===== src/hw/rtl/kary_huffman_code_builder_unit_defines.svh =====
// Assertion macros for the code builder RTL.
`ifndef KARY_HUFFMAN_CODE_BUILDER_UNIT_DEFINES_SVH
`define KARY_HUFFMAN_CODE_BUILDER_UNIT_DEFINES_SVH
`ifndef SYNTHESIS
`define KHCB_ASSERT(lbl, prop, msg) \
    lbl: assert property (@(posedge i_clk) disable iff (!i_rst_n) prop) else $error(msg);
`define KHCB_ASSERT_RST(lbl, prop, msg) \
    lbl: assert property (@(posedge i_clk) prop) else $error(msg);
`else
`define KHCB_ASSERT(lbl, prop, msg)
`define KHCB_ASSERT_RST(lbl, prop, msg)
`endif
`endif


===== src/hw/rtl/khcb_pkg.sv =====
// Shared types, codes and defaults of the k-ary Huffman code builder.
package khcb_pkg;

    localparam int KHCB_SYMBOLS      = 256;
    localparam int KHCB_MAX_RADIX    = 10;
    localparam int KHCB_MAX_CODE_LEN = 32;
    localparam int KHCB_COUNT_BITS   = 32;

    localparam int DIGIT_W = 4;

    localparam logic [1:0] OP_COUNT  = 2'd0;
    localparam logic [1:0] OP_BUILD  = 2'd1;
    localparam logic [1:0] OP_ENCODE = 2'd2;
    localparam logic [1:0] OP_UNUSED = 2'd3;

    localparam logic [1:0] ST_OK     = 2'd0;
    localparam logic [1:0] ST_ABSENT = 2'd1;
    localparam logic [1:0] ST_LONG   = 2'd2;
    localparam logic [1:0] ST_SAT    = 2'd3;

    typedef struct packed {
        logic [1:0] op;
        logic [7:0] symbol;
    } t_in_item;

    typedef struct packed {
        logic [3:0] digit;
        logic [5:0] code_length;
        logic       last;
        logic [1:0] status;
    } t_out_item;

    typedef enum logic [4:0] {
        CMD_NONE, CMD_LATCH, CMD_CNT_RD, CMD_CNT_WR, CMD_B_INIT, CMD_H_RD, CMD_H_WR,
        CMD_EMPTY, CMD_SETUP, CMD_MOD_STEP, CMD_GRP_FIRST, CMD_GRP_FULL, CMD_SCAN,
        CMD_TAKE, CMD_NEWNODE, CMD_P_INIT, CMD_S_RD, CMD_SKIP, CMD_W1_INIT, CMD_W1_RD,
        CMD_W1_STEP, CMD_FIN_SYM, CMD_W2_RD, CMD_W2_WR, CMD_ADV, CMD_B_DONE,
        CMD_NOT_BUILT, CMD_E_SRD, CMD_E_CHK, CMD_E_RD, CMD_E_LD
    } t_dp_cmd;

    typedef struct packed {
        logic empty;
        logic sym_last;
        logic mod_done;
        logic first_multi;
        logic more_groups;
        logic scan_done;
        logic grp_last;
        logic present;
        logic has_parent;
        logic too_long;
        logic depth_zero;
        logic j_one;
        logic built;
        logic e_stream;
        logic out_last;
    } t_dp_stat;

    typedef logic [7:0] t_sym_tab [256];

    // Fold a byte into the symbol range by repeated subtraction.
    function automatic t_sym_tab sym_mod_table(input int n);
        t_sym_tab tab;
        int       v;
        for (int i = 0; i < 256; i++) begin
            v = i;
            while (v >= n) begin
                v = v - n;
            end
            tab[i] = 8'(v);
        end
        return tab;
    endfunction

endpackage


===== src/hw/rtl/khcb_ctrl.sv =====
// Controller state machine: sequences count, build and encode requests.
`include "kary_huffman_code_builder_unit_defines.svh"
module khcb_ctrl import khcb_pkg::*; (
    input  logic     i_clk,
    input  logic     i_rst_n,
    input  logic     i_in_valid,
    input  logic [1:0] i_op,
    output logic     o_in_ready,
    output logic     o_out_valid,
    input  logic     i_out_ready,
    input  t_dp_stat i_stat,
    output t_dp_cmd  o_cmd
);
    typedef enum logic [4:0] {
        S_IDLE, S_CNT_RD, S_CNT_WR, S_B_INIT, S_H_RD, S_H_WR, S_B_CHK, S_MOD, S_LOOP,
        S_SCAN, S_TAKE, S_NEW, S_P_INIT, S_S_RD, S_S_CHK, S_W1_RD, S_W1_CHK, S_FIN,
        S_W2_RD, S_W2_WR, S_ADV, S_B_DONE, S_E_START, S_E_CHK, S_E_RD, S_E_LD, S_OUT
    } t_state;

    t_state r_state;
    t_state n_state;
    logic   last_take;
    logic   nop_take;

    always_comb begin
        n_state = r_state;
        o_cmd   = CMD_NONE;
        case (r_state)
            S_IDLE: begin
                if (i_in_valid) begin
                    o_cmd = CMD_LATCH;
                    case (i_op)
                        OP_COUNT:  n_state = S_CNT_RD;
                        OP_BUILD:  n_state = S_B_INIT;
                        OP_ENCODE: n_state = S_E_START;
                        default:   n_state = S_IDLE;
                    endcase
                end
            end
            S_CNT_RD: begin o_cmd = CMD_CNT_RD; n_state = S_CNT_WR; end
            S_CNT_WR: begin o_cmd = CMD_CNT_WR; n_state = S_OUT; end
            S_B_INIT: begin o_cmd = CMD_B_INIT; n_state = S_H_RD; end
            S_H_RD:   begin o_cmd = CMD_H_RD; n_state = S_H_WR; end
            S_H_WR: begin
                o_cmd   = CMD_H_WR;
                n_state = i_stat.sym_last ? S_B_CHK : S_H_RD;
            end
            S_B_CHK: begin
                if (i_stat.empty) begin
                    o_cmd = CMD_EMPTY; n_state = S_OUT;
                end else begin
                    o_cmd = CMD_SETUP; n_state = S_MOD;
                end
            end
            S_MOD: begin
                if (!i_stat.mod_done) begin
                    o_cmd = CMD_MOD_STEP;
                end else if (i_stat.first_multi) begin
                    o_cmd = CMD_GRP_FIRST; n_state = S_SCAN;
                end else begin
                    n_state = S_LOOP;
                end
            end
            S_LOOP: begin
                if (i_stat.more_groups) begin
                    o_cmd = CMD_GRP_FULL; n_state = S_SCAN;
                end else begin
                    n_state = S_P_INIT;
                end
            end
            S_SCAN: begin
                o_cmd = CMD_SCAN;
                if (i_stat.scan_done) begin
                    n_state = S_TAKE;
                end
            end
            S_TAKE: begin
                o_cmd   = CMD_TAKE;
                n_state = i_stat.grp_last ? S_NEW : S_SCAN;
            end
            S_NEW:    begin o_cmd = CMD_NEWNODE; n_state = S_LOOP; end
            S_P_INIT: begin o_cmd = CMD_P_INIT; n_state = S_S_RD; end
            S_S_RD:   begin o_cmd = CMD_S_RD; n_state = S_S_CHK; end
            S_S_CHK: begin
                if (i_stat.present) begin
                    o_cmd = CMD_W1_INIT; n_state = S_W1_RD;
                end else begin
                    o_cmd   = CMD_SKIP;
                    n_state = i_stat.sym_last ? S_B_DONE : S_S_RD;
                end
            end
            S_W1_RD: begin o_cmd = CMD_W1_RD; n_state = S_W1_CHK; end
            S_W1_CHK: begin
                if (i_stat.has_parent) begin
                    o_cmd = CMD_W1_STEP; n_state = S_W1_RD;
                end else begin
                    n_state = S_FIN;
                end
            end
            S_FIN: begin
                o_cmd   = CMD_FIN_SYM;
                n_state = (i_stat.too_long || i_stat.depth_zero) ? S_ADV : S_W2_RD;
            end
            S_W2_RD: begin o_cmd = CMD_W2_RD; n_state = S_W2_WR; end
            S_W2_WR: begin
                o_cmd   = CMD_W2_WR;
                n_state = i_stat.j_one ? S_ADV : S_W2_RD;
            end
            S_ADV: begin
                o_cmd   = CMD_ADV;
                n_state = i_stat.sym_last ? S_B_DONE : S_S_RD;
            end
            S_B_DONE: begin o_cmd = CMD_B_DONE; n_state = S_OUT; end
            S_E_START: begin
                if (i_stat.built) begin
                    o_cmd = CMD_E_SRD; n_state = S_E_CHK;
                end else begin
                    o_cmd = CMD_NOT_BUILT; n_state = S_OUT;
                end
            end
            S_E_CHK: begin
                o_cmd   = CMD_E_CHK;
                n_state = i_stat.e_stream ? S_E_RD : S_OUT;
            end
            S_E_RD: begin o_cmd = CMD_E_RD; n_state = S_E_LD; end
            S_E_LD: begin o_cmd = CMD_E_LD; n_state = S_OUT; end
            S_OUT: begin
                if (i_out_ready) begin
                    n_state = i_stat.out_last ? S_IDLE : S_E_RD;
                end
            end
            default: n_state = S_IDLE;
        endcase
    end

    always_ff @(posedge i_clk) begin
        if (!i_rst_n) begin
            r_state <= S_IDLE;
        end else begin
            r_state <= n_state;
        end
    end

    assign o_in_ready  = (r_state == S_IDLE);
    assign o_out_valid = (r_state == S_OUT);
    assign last_take   = o_out_valid && i_out_ready && i_stat.out_last;
    assign nop_take    = i_in_valid && o_in_ready && (i_op == OP_UNUSED);

    `KHCB_ASSERT_RST(a_rst_idle, (!i_rst_n) |=> o_in_ready, "reset must leave the block idle")
    `KHCB_ASSERT(a_excl, !(o_in_ready && o_out_valid), "request taken while a result waits")
    `KHCB_ASSERT(a_last_idle, last_take |=> o_in_ready, "last result must free the block")
    `KHCB_ASSERT(a_nop_idle, nop_take |=> o_in_ready, "unused op must be dropped")
endmodule


===== config.mk =====
export PLATFORM = sky130hd
export DESIGN_NAME = khcb_ctrl
export DESIGN_NICKNAME = d
export VERILOG_FILES = /design/src/hw/rtl/khcb_pkg.sv /design/src/hw/rtl/khcb_ctrl.sv
export VERILOG_INCLUDE_DIRS = /design/src /design/src/hw/rtl
export SDC_FILE = /design/constraint.sdc
export NUM_CORES = 1
export LEC_CHECK = 0
export BUFFER_PORTS_ARGS = -buffer_cell sky130_fd_sc_hd__buf_2
export CELL_PAD_IN_SITES_DETAIL_PLACEMENT = 0
export CELL_PAD_IN_SITES_GLOBAL_PLACEMENT = 1
export CORE_MARGIN = 5
export CORE_UTILIZATION = 33
export DETAILED_ROUTE_END_ITERATION = 7
export GPL_TIMING_DRIVEN = 1
export MAX_ROUTING_LAYER = met4
export PLACE_DENSITY = 0.8
export SLEW_MARGIN = 20
export SYNTH_ARGS = -nofsm -noshare
export SYNTH_HDL_FRONTEND = slang
export SYNTH_SLANG_ARGS = --single-unit

===== constraint.sdc =====
create_clock -name i_clk -period 1.85 [get_ports i_clk]
set_input_delay 0.185 -clock i_clk [delete_from_list [all_inputs] [get_ports i_clk]]
set_output_delay 0.185 -clock i_clk [all_outputs]
set_load 0.005 [all_outputs]

Yosys cells after proc, flatten, opt, wreduce, memory -nomap -nowiden
Index checks and enable logic that the tools add are counted.
Storage, ports and cells
  register bits: 5
  input bits: 21
  output and inout bits: 7
  logic and storage cells: 66
Cells by class
  equality and inequality tests: 32
  muxes and demuxes: 28
  reductions and logical operators: 5
Operator list (count)
  5-bit one-hot mux with 26 select lines: 1
  5-bit one-hot mux with 25 select lines: 1
  5-bit equality test, second input constant: 11
  5-bit two-way mux: 10
  5-bit by 4-bit equality test with 1-bit output, second input constant: 8
  5-bit by 3-bit equality test with 1-bit output, second input constant: 4
  4-bit two-way mux: 5
  5-bit one-hot mux with 3 select lines: 1
  5-bit by 2-bit equality test with 1-bit output, second input constant: 2
  3-bit two-way mux: 3
  2-bit two-way mux: 4
  2-bit != test, second input constant: 3
  5-bit by 1-bit equality test with 1-bit output, second input constant: 1
  5-bit logical NOT: 1
  4-bit AND reduction: 1
  1-bit two-way mux: 3
  3-bit OR reduction: 1
  2-bit by 1-bit equality test with 1-bit output, second input constant: 1
  2-bit equality test, second input constant: 1
  2-bit logical NOT: 1
  2-bit by 1-bit != test with 1-bit output, second input constant: 1
  1-bit logical OR: 1

Logic depth before layout (Yosys ltp)
  word-level depth: 4
  mapped depth: 8
  mapped depth without buffers: 7

Least setup slack after synthesis
No wires, ideal clock.
  kind: register -> register
  start: register r_state[0]
  end: register r_state[1]
  arrival time: 1800 ps
  data required time: 1733 ps
  path slack: -67 ps
  cell stages (with the launch flop): 7
  clock period less this slack: 1917 ps
  cells stage by stage: dfxtp_1 > buf_4 > nand2_1 > and4_1 > or4b_1 > or4b_1 > a22o_1
Between the ends
  cells in the longest elaborated chain, start to end: 3
  elaborated cells between the ends (all ways): 34
  classes of those cells: eq/ne (30); mux (1); reduce/logical (3)
RTL lines
  start, declared: line khcb_ctrl.sv:20  | t_state r_state;
  start signal, assigned: line khcb_ctrl.sv:140  | r_state <= n_state;
  5-bit equality test, or another cell as far along: line khcb_ctrl.sv:28  | case (r_state)
  3-bit OR reduction (no line), or another cell as far along
  5-bit one-hot mux with 25 select lines or 4-bit AND reduction (tied branches)
Several ways; a longest one is shown, not always the timed one.
A chain may end at the register's enable or synchronous reset.

Worst setup path in the final report
  start: register r_state[2]
  end: output port o_cmd[0]
Between the ends
  cells in the longest elaborated chain, start to end: 2
  elaborated cells between the ends (all ways): 27
  classes of those cells: eq/ne (25); mux (1); reduce/logical (1)
RTL lines
  5-bit equality test, or another cell as far along: line khcb_ctrl.sv:28
  5-bit one-hot mux with 26 select lines *: line khcb_ctrl.sv:28
  end, declared: line khcb_ctrl.sv:12  | output t_dp_cmd o_cmd
Mark *: on every way between the ends. The rest lies on a longest branch, timed or not.

==> results.json <==
{
  "rsz0062_at_grt": "yes",
  "cts_tree": "done",
  "sw_frac_of_total_pct": 47.5,
  "grt_pass1_vias": 1735,
  "synth_seq_cells": 5,
  "clock-sinks": 5,
  "grt_max_degree": 20,
  "routed_wl_mm": 5.67,
  "max_slew.worst_pin.slew_ns": 0.343,
  "ctsHtreeMaxLevel": 1,
  "max_stage_delay_ns": 0.51,
  "final_max_slew_viol_count": 0,
  "critPathMaxFanout": 15,
  "largest_register_ff_count": 5,
  "path_cells": "buf_6, nor2b_1, nand3_1, a21oi_1, or4_1, buf_2",
  "post-route-worst-setup-slack_ns": -0.158,
  "place_area_um2": 1600,
  "outcome": "complete, but fails checks",
  "root_buffer": "clkbuf_4",
  "synth.distinct_cells": 49,
  "dr.pass1.iters": 5,
  "antenna_found_initial": 0,
  "vias": 1916,
  "avgSynthCellArea_um2": 6.23,
  "syn_inst": 185,
  "grt_overflow": 0,
  "reg.largest.list": "r_state x5",
  "cp.required_ns": 1.66,
  "drive_gt1_share_pct": 55.3,
  "ys.flop_type": "dfxtp_1",
  "path_clk_slew_ns": 0.05,
  "final_cell_mix": "buf_4, buf_2, buf_6",
  "slew_headroom_pct": 77.1,
  "syn-cell-area_um2": 1150,
  "top_register": "r_state",
  "violations": "negative setup slack",
  "syn_to_final_growth_pct": 88.5,
  "utilization_pct": 64.6,
  "die_area_um2": 4770,
  "finalInstanceArea_um2": 2170,
  "die_h_um": 69.1,
  "p_per_area_nw_per_um2": 1320,
  "hpwl_mm": 3.48,
  "ant_nets": 0,
  "drtIter0Drc": 172,
  "diodes": 0,
  "die_w_um": 69.1,
  "intPower_mw": 1.51,
  "cp_slowest_cell": "or4_1",
  "design.core.area_um2": 3360,
  "grt_use_total_pct": 21.2,
  "finalSetupViolCount": 8,
  "mostFrequentLayoutCell": "buf_4",
  "finalCriticalPeriod_ns": 2.01,
  "boundaryPins": 28,
  "cap_violations": 0,
  "hold_ws_ns": 0.223,
  "combPwrFrac_pct": 86.8,
  "endpoint_kind": "primary output",
  "worstPathArrival_ns": 1.82,
  "p_switching_mw": 1.37,
  "pwr-share-clk_pct": 4.7,
  "timing.final.crit_share_pct": 109,
  "async_flop_share_pct": 0,
  "final_nets": 289,
  "hold_viol": 0,
  "num_rows": 21,
  "power_mw": 2.88,
  "grt_pass1_wl_mm": 8.38,
  "p_leak_nw": 0.934,
  "ys_seq_area_share_pct": 8.69,
  "synth_fp_nets": 209,
  "placement.io_buffers": 27,
  "crit_path_start_kind": "flop",
  "fmax_ghz": 0.498,
  "critical_path_class": "reg -> out",
  "cts_hold_buf": 0,
  "seqPwrFrac_pct": 8.5,
  "clock_latency_ns": 0.25,
  "yosysWarnings": 0,
  "clock_path_buffers": 2,
  "clock_skew_ns": 0.00667,
  "vias_per_cell": 6.18,
  "synth_edf_count": 0,
  "ir_drop_mv": 0.588,
  "gp_congestion": 0.978,
  "drc": 0,
  "initial_utilization_pct": 34.3,
  "numCtsBuffers": 3,
  "wire_per_inst_um": 18.3,
  "hold_path.class": "in -> reg"
}
power by group through the flow:
stage | clock network (mW) | registers [mW] | logic [mW]
3_3_place_gp | 0 | 0.220 | 1.69
5_1_grt | 0.141 | 0.250 | 2.66
4_1_cts | 0.135 | 0.234 | 2.05
3_5_place_dp | 0 | 0.223 | 1.68
2_1_floorplan | 0 | 0.187 | 1.03
6_report | 0.135 | 0.244 | 2.50
synth_stat cells, types with 2 or more instances:
cell,n,area share (%)
nand2_1,16,5.2
nand3_1,5,2.2
buf_4,2,1.3
nand4_1,6,3.3
or3_1,3,1.6
buf_2,5,2.2
a22o_1,4,3.0
ha_1,3,3.3
a32o_1,2,1.7
a31oi_1,3,1.6
o21ai_0,13,5.6
nor2_1,13,4.2
o2111ai_1,2,1.5
nor3_1,12,5.2
clkbuf_1,9,2.9
a21oi_1,20,8.7
inv_2,2,0.65
inv_1,4,1.3
o22ai_1,4,2.2
or4b_1,3,2.6
a21boi_0,2,1.3
nor2b_1,10,5.4
nor3b_1,2,1.3
o211ai_1,2,1.3
nor4_1,3,1.6
dfxtp_1,5,8.7
o32ai_1,3,2.3
a221oi_1,2,1.5
nand2b_1,3,1.6
or2_2,3,1.6
final cells by class:
type,instances,area (um^2)
Multi-Input combinational cell,157,1190
Sequential cell,5,116
Inverter,6,25.0
Timing Repair Buffer,92,752
Clock buffer,4,26.3
Fill cell,294,1190
Tap cell,46,57.6
layer usage:
layer | part of all wire, % | wire length, um | track usage (%) | vias to the layer above
met2 | 47 | 2660 | 33.5 | 132
met4 | 4.5 | 253 | 10.2 | 0
met5 | 0 | 0 | - | -
met1 | 40 | 2280 | 26.6 | 897
met3 | 8.4 | 479 | 2.47 | 24
li1 | - | - | - | 863
through the flow:
step	setup slack, ns	cells	setup TNS, ns
detailed placement	-0.142	280	-0.406
global placement	-0.0794	280	-0.293
floorplan	0.0173	185	0
finish	-0.158	310	-0.641
global route	-0.251	310	-1.14
CTS	-0.107	303	-0.242
worst paths after layout:
| kind | start | endpoint | slack (ns) | depth (start not counted) |
|---|---|---|---|---|
| setup / recovery | r_state[2] | o_cmd[0] | -0.16 | 6 |
| hold reg to reg | r_state[3] | r_state[3] | 0.74 | 3 |
| setup reg to reg | r_state[1] | r_state[1] | -0.14 | 7 |
| hold / removal | i_rst_n | r_state[2] | 0.22 | 2 |
timing repair:
item / in CTS / in global routing
endpoints found under the setup margin: 12 / 12
buffers inserted: 18 / 8
gates cloned: 1 / 1
pin swaps: 10 / 13
gates resized for setup: 53 / 38
cells by family (layout without fill, tap and decap cells):
family / Yosys count / count (layout) / share of synthesized area, %
AOI/OAI and AO/OA: 65 / 65 / 36.6
xor gates and xnor gates: 1 / 1 / 0.760
adders and majority gates: 3 / 3 / 3.26
buffers and inverters: 23 / 102 / 8.68
DFF: 5 / 5 / 8.69
muxes: 1 / 1 / 0.869
and+or+nand+nor: 87 / 87 / 41.2
worst max-delay path, delay by kind of cell, from the launching register on:
kind | cells | cell delay [ns]
flip-flops | 1 | 0.36
buffers and inverters | 2 | 0.31
AND/OR/NAND/NOR | 3 | 0.82
AO/OA/AOI/OAI | 1 | 0.09
Power figures use the tool's default switching activity.
